### src/rtl/core/mrq_pkg.sv
// Package of the multilevel ready queue: sizes, null and state codes, opcodes.
// No dependencies; used by multilevel_ready_queue.
`default_nettype none

package mrq_pkg;

    // Table and queue sizes.
    localparam int NUM_ENTRIES = 32;
    localparam int NUM_LEVELS  = 5;
    localparam int NUM_QUEUES  = NUM_LEVELS + 1;

    // Field widths of the request and result payload.
    localparam int ENTRY_W = 5;
    localparam int LEVEL_W = 3;
    localparam int OP_W    = 3;

    // Internal widths: an entry address, a link (entry or null), a queue and a state code.
    localparam int ADDR_W  = (NUM_ENTRIES > 1) ? $clog2(NUM_ENTRIES) : 1;
    localparam int LINK_W  = $clog2(NUM_ENTRIES + 1);
    localparam int QUEUE_W = $clog2(NUM_QUEUES);
    localparam int STATE_W = $clog2(NUM_LEVELS + 3);

    // Null link and special queue and state codes.
    localparam logic [LINK_W-1:0]  NIL_LINK   = LINK_W'(NUM_ENTRIES);
    localparam logic [QUEUE_W-1:0] FREE_Q     = QUEUE_W'(NUM_LEVELS);
    localparam logic [STATE_W-1:0] ST_FREE    = STATE_W'(NUM_LEVELS);
    localparam logic [STATE_W-1:0] ST_RUNNING = STATE_W'(NUM_LEVELS + 1);
    localparam logic [STATE_W-1:0] ST_BLOCKED = STATE_W'(NUM_LEVELS + 2);

    // Request opcodes.
    typedef enum logic [OP_W-1:0] {
        OP_READY     = 3'd0,
        OP_STOP      = 3'd1,
        OP_NEXT      = 3'd2,
        OP_TAKE_FREE = 3'd3,
        OP_BLOCK     = 3'd4,
        OP_REMOVE    = 3'd5
    } opcode_t;

endpackage

`default_nettype wire

### src/rtl/core/multilevel_ready_queue.sv
// Multilevel ready queue: linked FIFOs of task entries kept in two link/state memories.
// Depends on mrq_pkg.
//
// Channel  Dir  Payload (lowest bit first)                          Handshake
// s_       in   tdata: entry_index[4:0], priority_level[7:5];      s_tvalid / s_tready
//               tuser: opcode[2:0]
// m_       out  tdata: result_entry[4:0], zero[7:5]; tuser: found  m_tvalid / m_tready
//
// One request at a time; the next request is accepted once a result is loaded.
// Next and take_free pop the head of a queue. Block and remove walk the queue that holds
// the entry to unlink it; ready and stop walk it too and then append the entry to the
// tail of a queue. Each step of the walk is one read of the link memory.
// Reset is synchronous; written-bits stand in for the reset image of the memories, so no
// clearing pass is needed and a request is accepted as soon as reset is released.
// A stalled result sits in the output register; the next request is still accepted.
`default_nettype none

module multilevel_ready_queue (
    input  wire logic       aclk,
    input  wire logic       aresetn,
    input  wire logic       s_tvalid,
    output logic            s_tready,
    input  wire logic [7:0] s_tdata,   // [4:0] entry_index, [7:5] priority_level
    input  wire logic [2:0] s_tuser,   // [2:0] opcode
    output logic            m_tvalid,
    input  wire logic       m_tready,
    output logic [7:0]      m_tdata,   // [4:0] result_entry, [7:5] zero
    output logic [0:0]      m_tuser    // [0] found
);

    localparam int NE  = mrq_pkg::NUM_ENTRIES;
    localparam int NQ  = mrq_pkg::NUM_QUEUES;
    localparam int AW  = mrq_pkg::ADDR_W;
    localparam int LW  = mrq_pkg::LINK_W;
    localparam int QW  = mrq_pkg::QUEUE_W;
    localparam int SW  = mrq_pkg::STATE_W;
    localparam int EW  = mrq_pkg::ENTRY_W;
    localparam int LVW = mrq_pkg::LEVEL_W;

    typedef enum logic [3:0] {
        S_IDLE,
        S_DECODE,
        S_STATE_RD,
        S_WALK,
        S_WALK_RD,
        S_DETACHED,
        S_APPEND,
        S_APPEND_LINK,
        S_POP_RD,
        S_FINISH
    } fsm_t;

    // Request fields.
    logic [EW-1:0]  s_entry;
    logic [LVW-1:0] s_level;
    assign s_entry = s_tdata[EW-1:0];
    assign s_level = s_tdata[EW+LVW-1:EW];

    // Control and working registers.
    fsm_t             fsm_reg, fsm_next;
    mrq_pkg::opcode_t op_reg, op_next;
    logic [AW-1:0]    entry_reg, entry_next;
    logic             entry_ok_reg, entry_ok_next;
    logic [QW-1:0]    lvl_reg, lvl_next;
    logic [QW-1:0]    q_reg, q_next;
    logic [LW-1:0]    cur_reg, cur_next;
    logic [LW-1:0]    prev_reg, prev_next;
    logic             found_reg, found_next;
    logic [AW-1:0]    res_reg, res_next;
    logic [LW-1:0]    head_reg [NQ];
    logic [LW-1:0]    head_next [NQ];
    logic [LW-1:0]    tail_reg [NQ];
    logic [LW-1:0]    tail_next [NQ];

    // Output register.
    logic          m_valid_reg, m_valid_next;
    logic [EW-1:0] m_entry_reg, m_entry_next;
    logic          m_found_reg, m_found_next;

    // Link memory and entry state memory, each with one write and one read port.
    logic [LW-1:0] link_mem [NE];
    logic [SW-1:0] state_mem [NE];
    logic [NE-1:0] link_written_reg;
    logic [NE-1:0] state_written_reg;

    logic          link_we, link_re;
    logic [AW-1:0] link_wa, link_ra;
    logic [LW-1:0] link_wd;
    logic [LW-1:0] link_raw_reg;
    logic          link_ok_reg;
    logic [AW-1:0] link_ra_reg;
    logic [LW-1:0] link_rd;

    logic          state_we, state_re;
    logic [AW-1:0] state_wa, state_ra;
    logic [SW-1:0] state_wd;
    logic [SW-1:0] state_raw_reg;
    logic          state_ok_reg;
    logic [SW-1:0] state_rd;

    // Lowest-numbered non-empty served level.
    logic          lvl_any;
    logic [QW-1:0] lvl_sel;

    always_comb begin
        lvl_any = 1'b0;
        lvl_sel = '0;
        for (int q = mrq_pkg::NUM_LEVELS - 1; q >= 0; q--) begin
            if (head_reg[q] != mrq_pkg::NIL_LINK) begin
                lvl_any = 1'b1;
                lvl_sel = QW'(q);
            end
        end
    end

    // An entry never written still holds its reset image: linked to the next index, and free.
    assign link_rd  = link_ok_reg ? link_raw_reg : (LW'(link_ra_reg) + LW'(1));
    assign state_rd = state_ok_reg ? state_raw_reg : mrq_pkg::ST_FREE;

    // Sequencer: decode, state read, queue walk, unlink, append or pop, result.
    always_comb begin
        fsm_next      = fsm_reg;
        op_next       = op_reg;
        entry_next    = entry_reg;
        entry_ok_next = entry_ok_reg;
        lvl_next      = lvl_reg;
        q_next        = q_reg;
        cur_next      = cur_reg;
        prev_next     = prev_reg;
        found_next    = found_reg;
        res_next      = res_reg;
        head_next     = head_reg;
        tail_next     = tail_reg;
        m_valid_next  = m_valid_reg;
        m_entry_next  = m_entry_reg;
        m_found_next  = m_found_reg;
        link_we       = 1'b0;
        link_wa       = '0;
        link_wd       = '0;
        link_re       = 1'b0;
        link_ra       = '0;
        state_we      = 1'b0;
        state_wa      = '0;
        state_wd      = '0;
        state_re      = 1'b0;
        state_ra      = '0;

        if (m_valid_reg && m_tready) begin
            m_valid_next = 1'b0;
        end

        unique case (fsm_reg)
            S_IDLE: begin
                if (s_tvalid) begin
                    op_next       = mrq_pkg::opcode_t'(s_tuser);
                    entry_next    = AW'(s_entry);
                    entry_ok_next = (int'(s_entry) < NE);
                    lvl_next      = (int'(s_level) >= mrq_pkg::NUM_LEVELS)
                                    ? QW'(mrq_pkg::NUM_LEVELS - 1) : QW'(s_level);
                    found_next    = 1'b0;
                    res_next      = '0;
                    fsm_next      = S_DECODE;
                end
            end
            S_DECODE: begin
                case (op_reg) inside
                    mrq_pkg::OP_READY, mrq_pkg::OP_STOP,
                    mrq_pkg::OP_BLOCK, mrq_pkg::OP_REMOVE: begin
                        if (entry_ok_reg) begin
                            state_re = 1'b1;
                            state_ra = entry_reg;
                            fsm_next = S_STATE_RD;
                        end else begin
                            fsm_next = S_FINISH;
                        end
                    end
                    mrq_pkg::OP_NEXT: begin
                        if (lvl_any) begin
                            q_next   = lvl_sel;
                            cur_next = head_reg[lvl_sel];
                            link_re  = 1'b1;
                            link_ra  = head_reg[lvl_sel][AW-1:0];
                            fsm_next = S_POP_RD;
                        end else begin
                            fsm_next = S_FINISH;
                        end
                    end
                    mrq_pkg::OP_TAKE_FREE: begin
                        if (head_reg[mrq_pkg::FREE_Q] != mrq_pkg::NIL_LINK) begin
                            q_next   = mrq_pkg::FREE_Q;
                            cur_next = head_reg[mrq_pkg::FREE_Q];
                            link_re  = 1'b1;
                            link_ra  = head_reg[mrq_pkg::FREE_Q][AW-1:0];
                            fsm_next = S_POP_RD;
                        end else begin
                            fsm_next = S_FINISH;
                        end
                    end
                    default: begin
                        fsm_next = S_FINISH;
                    end
                endcase
            end
            S_POP_RD: begin
                // The head's link becomes the new head; an emptied queue loses its tail.
                head_next[q_reg] = link_rd;
                if (link_rd == mrq_pkg::NIL_LINK) begin
                    tail_next[q_reg] = mrq_pkg::NIL_LINK;
                end
                state_we   = 1'b1;
                state_wa   = cur_reg[AW-1:0];
                state_wd   = mrq_pkg::ST_RUNNING;
                found_next = 1'b1;
                res_next   = cur_reg[AW-1:0];
                fsm_next   = S_FINISH;
            end
            S_STATE_RD: begin
                // Running and blocked entries are on no queue.
                if (int'(state_rd) >= NQ) begin
                    fsm_next = S_DETACHED;
                end else begin
                    q_next    = state_rd[QW-1:0];
                    cur_next  = head_reg[state_rd[QW-1:0]];
                    prev_next = mrq_pkg::NIL_LINK;
                    fsm_next  = S_WALK;
                end
            end
            S_WALK: begin
                if (cur_reg == mrq_pkg::NIL_LINK) begin
                    fsm_next = S_DETACHED;
                end else begin
                    link_re  = 1'b1;
                    link_ra  = cur_reg[AW-1:0];
                    fsm_next = S_WALK_RD;
                end
            end
            S_WALK_RD: begin
                if (cur_reg == LW'(entry_reg)) begin
                    // Unlink the target: its successor goes to the head or to its predecessor.
                    found_next = 1'b1;
                    if (prev_reg == mrq_pkg::NIL_LINK) begin
                        head_next[q_reg] = link_rd;
                    end else begin
                        link_we = 1'b1;
                        link_wa = prev_reg[AW-1:0];
                        link_wd = link_rd;
                    end
                    if (tail_reg[q_reg] == LW'(entry_reg)) begin
                        tail_next[q_reg] = prev_reg;
                    end
                    fsm_next = S_DETACHED;
                end else begin
                    prev_next = cur_reg;
                    cur_next  = link_rd;
                    fsm_next  = S_WALK;
                end
            end
            S_DETACHED: begin
                res_next = entry_reg;
                case (op_reg)
                    mrq_pkg::OP_READY: begin
                        found_next = 1'b0;
                        q_next     = lvl_reg;
                        fsm_next   = S_APPEND;
                    end
                    mrq_pkg::OP_STOP: begin
                        found_next = 1'b0;
                        q_next     = mrq_pkg::FREE_Q;
                        fsm_next   = S_APPEND;
                    end
                    mrq_pkg::OP_BLOCK: begin
                        state_we = 1'b1;
                        state_wa = entry_reg;
                        state_wd = mrq_pkg::ST_BLOCKED;
                        fsm_next = S_FINISH;
                    end
                    default: begin
                        fsm_next = S_FINISH;
                    end
                endcase
            end
            S_APPEND: begin
                // The entry becomes the new tail and takes the queue's state code.
                link_we  = 1'b1;
                link_wa  = entry_reg;
                link_wd  = mrq_pkg::NIL_LINK;
                state_we = 1'b1;
                state_wa = entry_reg;
                state_wd = (op_reg == mrq_pkg::OP_READY) ? SW'(lvl_reg) : mrq_pkg::ST_FREE;
                if (head_reg[q_reg] == mrq_pkg::NIL_LINK ||
                    tail_reg[q_reg] == mrq_pkg::NIL_LINK) begin
                    head_next[q_reg] = LW'(entry_reg);
                    tail_next[q_reg] = LW'(entry_reg);
                    fsm_next         = S_FINISH;
                end else begin
                    fsm_next = S_APPEND_LINK;
                end
            end
            S_APPEND_LINK: begin
                link_we          = 1'b1;
                link_wa          = tail_reg[q_reg][AW-1:0];
                link_wd          = LW'(entry_reg);
                tail_next[q_reg] = LW'(entry_reg);
                fsm_next         = S_FINISH;
            end
            S_FINISH: begin
                if (!m_valid_reg || m_tready) begin
                    m_valid_next = 1'b1;
                    m_entry_next = found_reg ? EW'(res_reg) : '0;
                    m_found_next = found_reg;
                    fsm_next     = S_IDLE;
                end
            end
            default: begin
                fsm_next = S_IDLE;
            end
        endcase
    end

    // Sequencer, queue pointers and output registers.
    always_ff @(posedge aclk) begin
        if (!aresetn) begin
            fsm_reg     <= S_IDLE;
            m_valid_reg <= 1'b0;
            for (int q = 0; q < NQ; q++) begin
                head_reg[q] <= mrq_pkg::NIL_LINK;
                tail_reg[q] <= mrq_pkg::NIL_LINK;
            end
            head_reg[mrq_pkg::FREE_Q] <= '0;
            tail_reg[mrq_pkg::FREE_Q] <= LW'(NE - 1);
        end else begin
            fsm_reg     <= fsm_next;
            m_valid_reg <= m_valid_next;
            head_reg    <= head_next;
            tail_reg    <= tail_next;
        end
        op_reg       <= op_next;
        entry_reg    <= entry_next;
        entry_ok_reg <= entry_ok_next;
        lvl_reg      <= lvl_next;
        q_reg        <= q_next;
        cur_reg      <= cur_next;
        prev_reg     <= prev_next;
        found_reg    <= found_next;
        res_reg      <= res_next;
        m_entry_reg  <= m_entry_next;
        m_found_reg  <= m_found_next;
    end

    // Written-bits: an entry reads its reset image until its first write.
    always_ff @(posedge aclk) begin
        if (!aresetn) begin
            link_written_reg  <= '0;
            state_written_reg <= '0;
        end else begin
            if (link_we) begin
                link_written_reg[link_wa] <= 1'b1;
            end
            if (state_we) begin
                state_written_reg[state_wa] <= 1'b1;
            end
        end
        if (link_re) begin
            link_ok_reg <= link_written_reg[link_ra];
            link_ra_reg <= link_ra;
        end
        if (state_re) begin
            state_ok_reg <= state_written_reg[state_ra];
        end
    end

    // Memory arrays with registered read data.
    always_ff @(posedge aclk) begin
        if (link_we) begin
            link_mem[link_wa] <= link_wd;
        end
        if (link_re) begin
            link_raw_reg <= link_mem[link_ra];
        end
        if (state_we) begin
            state_mem[state_wa] <= state_wd;
        end
        if (state_re) begin
            state_raw_reg <= state_mem[state_ra];
        end
    end

    assign s_tready   = (fsm_reg == S_IDLE);
    assign m_tvalid   = m_valid_reg;
    assign m_tdata    = {(8 - EW)'(0), m_entry_reg};
    assign m_tuser[0] = m_found_reg;

endmodule

`default_nettype wire

### config.mk
export PLATFORM = sky130hd
export DESIGN_NAME = multilevel_ready_queue
export DESIGN_NICKNAME = d
export VERILOG_FILES = /design/src/rtl/core/mrq_pkg.sv /design/src/rtl/core/multilevel_ready_queue.sv
export SDC_FILE = /design/constraint.sdc
export NUM_CORES = 1
export LEC_CHECK = 0
export BUFFER_PORTS_ARGS = -buffer_cell sky130_fd_sc_hd__buf_2
export CORE_MARGIN = 2
export CORE_UTILIZATION = 35
export CTS_CLUSTER_SIZE = 12
export DETAILED_ROUTE_END_ITERATION = 10
export MAX_ROUTING_LAYER = met4
export PLACE_DENSITY = 0.53
export RECOVER_POWER = 25
export SYNTH_ARGS = -nofsm -noshare
export SYNTH_HDL_FRONTEND = slang
export SYNTH_SLANG_ARGS = --single-unit
### constraint.sdc
create_clock -name aclk -period 3.65 [get_ports aclk]
set_input_delay 0.5475 -clock aclk [delete_from_list [all_inputs] [get_ports aclk]]
set_output_delay 0.5475 -clock aclk [all_outputs]
set_load 0.03 [all_outputs]
# Word-level counts from Yosys, hierarchy flattened
# Memories as Yosys holds them, arrays and structs flattened. A register that Yosys moved wholly into a read port is not among the register bits.
# Index checks and enable logic that the tools add are counted.
dict set report word_totals {
  regBits 186
  ram_bits 288
  latchBits 0
  memories 2
  in_bits 15
  mem_bits_ro 0
  output_inout_bits 11
  wordCells 251
}
# name depth width rd rd_clocked_by_memory_dff wr line
set memory_table {}
lappend memory_table {link_mem 32 6 1 1 1 multilevel_ready_queue.sv:81} ;# logic [LW-1:0] link_mem [NE];
lappend memory_table {state_mem 32 3 1 1 1 multilevel_ready_queue.sv:82} ;# logic [SW-1:0] state_mem [NE];
dict set report op_classes {
  n_addsub 1
  n_eq_ne 42
  mux 126
  magnitude_cmp 12
  n_reduce_logical 31
  mul 0
  shift 0
  bitwise 8
  div_mod_pow 0
}
# cell n
set ops {}
lappend ops {{$mux W36} 7}
lappend ops {{$bwmux W36} 4}
lappend ops {{$pmux W36 S4} 1}
lappend ops {{$mux W6} 21}
lappend ops {{$pmux W36 S3} 1}
lappend ops {{$bmux W6 S3} 4}
lappend ops {{$or A32 B32 Y32} 2}
lappend ops {{$mux W5} 12}
lappend ops {{$mux W3} 16}
lappend ops {{$pmux W5 S3} 3}
lappend ops {{$ne A6 B6 Y1 const B} 6}
lappend ops {{$pmux W4 S9} 1}
lappend ops {{$pmux W6 S3} 2}
lappend ops {{$mux W1} 35}
lappend ops {{$and A30 B30 Y30} 1}
lappend ops {{$eq A6 B6 Y1 const B} 5}
lappend ops {{$not A30 Y30} 1}
lappend ops {{$lt A5 B6 Y1 const B} 4}
lappend ops {{$ne A2 B2 Y1 const B} 11}
lappend ops {{$mux W4} 5}
lappend ops {{$demux W6 S3} 1}
lappend ops {{$pmux W3 S3} 2}
lappend ops {{$eq A4 B3 Y1 const B} 4}
lappend ops {{$reduce_and A7 Y1} 2}
lappend ops {{other kinds (36)} 69}

# Longest topological paths before layout
dict set report logic_depth {
  word_depth 16
  ltp_mapped 17
}

# Least setup slack after synthesis
# Ideal clock, no wire load.
dict set report synth_timing {
  path_kind {register -> register}
  from {reg entry_reg[1]}
  to {mem link_mem[0][2] in the netlist's numbering (data pin)}
  path_slack_ns -0.011
  setup_ns 0.454
  n_path_buf 2
  arrival_ns 3.207
  stages_incl_launch_ff 9
  period_less_slack_ns 3.661
  required_time_ns 3.196
  cell_sequence {edfxtp_1 > clkbuf_1 > xnor2_1 > nand4_1 > or3_1 > clkbuf_1 > nor2_1 > nand2_1 > o21ai_0}
}
dict set report synth_between {
  elab_chain_cells 3
}
# item line
set synth_rtl {}
lappend synth_rtl {{from (decl)} multilevel_ready_queue.sv:62} ;# logic [AW-1:0] entry_reg, entry_next;
lappend synth_rtl {{from (signal assigned)} multilevel_ready_queue.sv:338} ;# entry_reg <= entry_next;
lappend synth_rtl {{$eq A6 B5 Y1} multilevel_ready_queue.sv:238} ;# if (cur_reg == LW'(entry_reg)) begin
lappend synth_rtl {{$mux W6} multilevel_ready_queue.sv:238}
lappend synth_rtl {{$pmux W6 S3} multilevel_ready_queue.sv:152} ;# unique case (fsm_reg)
lappend synth_rtl {{named net link_wd[2]} multilevel_ready_queue.sv:88} ;# logic [LW-1:0] link_wd;
lappend synth_rtl {{to (decl)} multilevel_ready_queue.sv:81}
# The timed path passes the listed nets, and every way through them passes these cells.

# Worst setup path in the final report
dict set report layout_timing {
  from {reg head_reg[28] in the netlist's numbering}
  to {reg link_raw_reg[2], read port of link_mem (data pin)}
}
dict set report layout_between {
  elab_chain_cells 11
}
# item line
set layout_rtl {}
lappend layout_rtl {{from (decl)} multilevel_ready_queue.sv:70} ;# logic [LW-1:0] head_reg [NQ];
lappend layout_rtl {{from (signal, indexed assignment)} multilevel_ready_queue.sv:326} ;# head_reg[q] <= mrq_pkg::NIL_LINK;
lappend layout_rtl {{from (signal assigned)} multilevel_ready_queue.sv:334} ;# head_reg <= head_next;
lappend layout_rtl {{$ne A6 B6 Y1} multilevel_ready_queue.sv:109} ;# if (head_reg[q] != mrq_pkg::NIL_LINK) begin
lappend layout_rtl {{$mux W3 (2 in a row)} multilevel_ready_queue.sv:109}
lappend layout_rtl {{$not A3 Y4 (not written as such)} multilevel_ready_queue.sv:182} ;# link_ra = head_reg[lvl_sel][AW-1:0];
lappend layout_rtl {{$bmux W6 S3} multilevel_ready_queue.sv:182}
lappend layout_rtl {{$mux W6 (not written as such) (2 in a row)} multilevel_ready_queue.sv:182}
lappend layout_rtl {{$mux W5} multilevel_ready_queue.sv:178} ;# if (lvl_any) begin
lappend layout_rtl {{$mux W5 (2 in a row)} multilevel_ready_queue.sv:166} ;# case (op_reg) inside
lappend layout_rtl {{$pmux W5 S2} multilevel_ready_queue.sv:152}
lappend layout_rtl {{to (decl)} multilevel_ready_queue.sv:89} ;# logic [LW-1:0] link_raw_reg;
# Several ways; a longest one is shown, not always the timed one. The select of a mux whose other input is x is not followed.
# A chain may end at the register's enable or synchronous reset.

==> summary by stage <==
Floorplan
The I/O pin total is 26. The die height is 252.8 um. The die is 252.8 um wide. The placeable core region is 61480 um2. The area enclosed by the die boundary is roughly 64000 um2. After floorplanning, the core was divided into 91 placement rows. The initial utilization of the core area, before any placement, comes to 35.25%.

Global routing
The first global-routing pass estimated around 100000 um of wire. The overall overflow remaining after global route is 0. The initial antenna violation count is 0. Entering global routing, the biggest net connects 75 pins. The total track usage is 20.86%.

The number of global-route vias before repair is 15664.

Worst setup path
The worst setup path category is flop to flop. Measured in cells, the most critical reg-to-reg path has a length of 11. In this design, the stage delay of the slowest critical-path cell is 0.58 ns. The endpoint type of the worst setup path is a flop. The largest delay contributor family on the critical path is simple AND/OR/NAND/NOR gates. The data arrival time of the worst path is slightly above 4 ns.

The number of cells on the critical path is 11. The startpoint type of the worst setup path is a flop. Data on the critical path is required at its endpoint by 4.00 ns.

The critical path goes through or4_4 > nor2_8 > nand2_4 > o32a_1 > a221o_1 > nand2_2 > buf_6 > nor2_1 > o32ai_1 > o22ai_1 > or4_1. Among all stages on the critical path, the largest delay is contributed by or4_4. In this run the worst path has a maximum fanout of 21. The count of buffer and inverter cells on the critical path is 1.

Flow run
The max-cap check violation count is 0.

CTS
The H-tree was split into 2 levels. TritonCTS built the clock tree. Counting every sink on the clock net gives 483.

Clock-pin slew was measured on the worst setup and hold paths at 0.06 ns. The tree is rooted in a clkbuf_16. In this run, CTS created clock tree buffers numbering 53.

The number of hold buffers added after CTS was 0. The clock network latency to the later pin of the worst-skew pair is 0.62 ns. The clock passes through at most 3 buffers.

Power
The fraction of power consumed by the clock network is 43.1%. The net switching fraction of the power is 24.29%. The reported net switching power is 3.064 mW.

The static leakage power is approximately 9.2 nW. The internal power summed over all cells is 9.547 mW. The maximum VDD drop is 0.3217 mV. Power spread over the standard cell area amounts to 489.1 nW/um2. Per report_power, the sequential group accounts for between 40 and 50% of the total. Combinational logic is responsible for 9.1% of the overall power.

Synth
Ranked by total cell area, the synthesized netlist is headed by edfxtp_1 47%, dfxtp_1 13%, mux2i_1 4.2%. The warning count from the yosys run is 0. The area fraction of the dominant cell type after synthesis is a little under half. The number of standard cells after synthesis is 1831. Summed over all instances, the cell type with the most area after synthesis is edfxtp_1. In this run, synthesis inferred 342 flip-flops with an integrated enable.

The sequential area share after synthesis is between 60% and 70%. The leading register cell type out of synthesis is edfxtp_1. The count of unique library cells instantiated by Yosys is between 80 and 90. After synthesis the cells add up to 21670 um2. The number of flip-flops and latches in the synthesized netlist is 483.

The average footprint of a synthesized cell is between 10 and 15 um2. For this run, asynchronously set or reset flops after synthesis account for 0%. By count the netlist is led by 342 x edfxtp_1, 157 x nor2_1, 143 x nand2_1.

The most frequent cell after synthesis is edfxtp_1.

Placement
The half-perimeter wire length after detailed placement is 45220 um. In this run the cell area measured after placement is 23960 um2. Prior to clock tree synthesis, the placed netlist has a worst setup slack of -0.01835 ns.

Routability-driven placement finished with a final weighted congestion of 0.9323. Port buffering added 22 buffers.

Final layout
The register with the most flip-flops in the layout has about 190 of them. Summing all non-filler instances in the final layout gives an area of ~26000 um2. The number of diodes is 0. Cells with a size suffix above 1 make up around 18% of the layout. The number of nets at the end of the flow is 2016.

In the final layout, the registers with the most flip-flops are link_mem: 192 flops, state_mem: 96 flops. Counting flops per register, the top entry is link_mem. The area added between synthesis and finish is 18.96%.

Drt
The detailed-route DRC error count is 0. After detailed routing, the average wire length per cell comes to 22.90 um. The via density per instance is between 5 and 6.

The final layout contains routed wiring with a total length of 64910 um. Across all layers, the routed design uses 15849 vias. The count of nets left with antenna violations once routing finished came out at 0. For this run, the detailed router's first-pass iteration total came to 6. The detailed router finished its first iteration with 1384 violations.

STA
The worst pin sits at a relative slew slack of 21.60%. Setup violations remaining at the end of the flow were counted as 1. For the pin with the worst max-slew slack, the measured transition is 1.172 ns. The clock skew is 0.02839 ns.

After layout, the worst setup slack is -0.06829 ns. The count of pins over their slew limit is 0. The final count of hold timing violations came to 0. The final worst hold slack is between 0.1 and 0.15 ns. Timing would allow up to 268.9 MHz. Setup repair after global routing could not meet its margin everywhere.

The smallest clock period supported by the final layout is computed as 3.718 ns. Dividing the final minimum period by the clock period gives 101.9%.

Worst hold path
The class of the tightest hold or removal check is input pin to flop. Counting instances, the worst hold path has a depth of 1.

Run status
The flow ran to the end, but the final reports show violations. The final reports fail on negative setup slack.
[placed cells by master (no fill, tap or decap), types with 32 or more instances in the layout]
cell	Yosys	routed
o21ai_0	104	98
o211ai_1	32	32
nand2_1	143	143
nor2_1	157	156
clkbuf_16	0	53
clkbuf_1	76	39
nor3_1	44	41
dfxtp_1	141	141
o21a_1	68	68
nor2b_1	64	64
or3_1	33	33
nand3_1	57	57
edfxtp_1	342	342
mux2i_1	90	90
a21oi_1	68	66
buf_4	9	176
[power by group through the flow]
stage | Clock, mW | Sequential (mW) | Combinational [mW]
global route | 5.77 | 6.02 | 1.24
floorplan | 0 | 6.09 | 0.695
CTS | 5.57 | 6.01 | 1.15
detailed placement | 0 | 6.13 | 1.15
global placement | 0 | 6.13 | 1.14
finish | 5.44 | 6.02 | 1.15
[kinds of logic (layout without fill, tap and decap cells)]
| kind of cell | after synthesis | after routing | share of synthesized area (%) |
|---|---|---|---|
| adders and majority gates | 1 | 1 | 0.05772 |
| DFF | 483 | 483 | 60.41 |
| other | 1 | 3 | 0.01730 |
| AOI/OAI and AO/OA | 486 | 486 | 15.47 |
| and+or+nand+nor | 568 | 568 | 12.86 |
| xor gates and xnor gates | 13 | 13 | 0.5253 |
| muxes | 132 | 132 | 7.846 |
| buffers and inverters | 147 | 358 | 2.823 |
[worst paths after layout]
kind                                              to            startpoint  slack, ns
worst max-delay path                 link_raw_reg[2]          head_reg[28]      -0.07
worst min-delay path                       op_reg[0]            s_tuser[0]       0.11
worst max register to register       link_raw_reg[2]          head_reg[28]      -0.07
worst min register to register  state_written_reg[3]  state_written_reg[3]       0.46
[cell type report]
cell class / count / area, um2
inverter: 31 / 122.6
clock buffer: 75 / 1449
tap: 790 / 988.4
multi-input combinational: 1203 / 8089
fill: 5808 / 35700
clock inverter: 24 / 322.8
sequential: 483 / 13090
timing repair buffer: 228 / 1719
[stage by stage]
step	instances	power, mW	setup TNS [ns]	utilization, %
floorplan	1833	6.783	-1.073	-
global placement	2732	7.269	0	38.97
detailed placement	2732	7.275	-0.01835	38.97
CTS	2831	12.73	0	41.86
global route	2834	13.03	-2.107	41.94
finish	2834	12.61	-0.06829	41.94
[per-layer routing]
layer	vias up	global-route usage (%)	part of all wire [%]
li1	7328	-	-
met1	7852	27.95	45
met2	534	32.68	47
met3	135	2.991	5.3
met4	0	6.796	3.2
met5	-	-	0
[what timing repair did]
item | 4_1_cts | 5_1_grt
cloned | 0 | 0
gates resized for setup | 1 | 24
endpoints found under the setup margin | 2 | 7
pin swaps | 0 | 12
setup buffers | 0 | 3
Power figures use the tool's default switching activity.
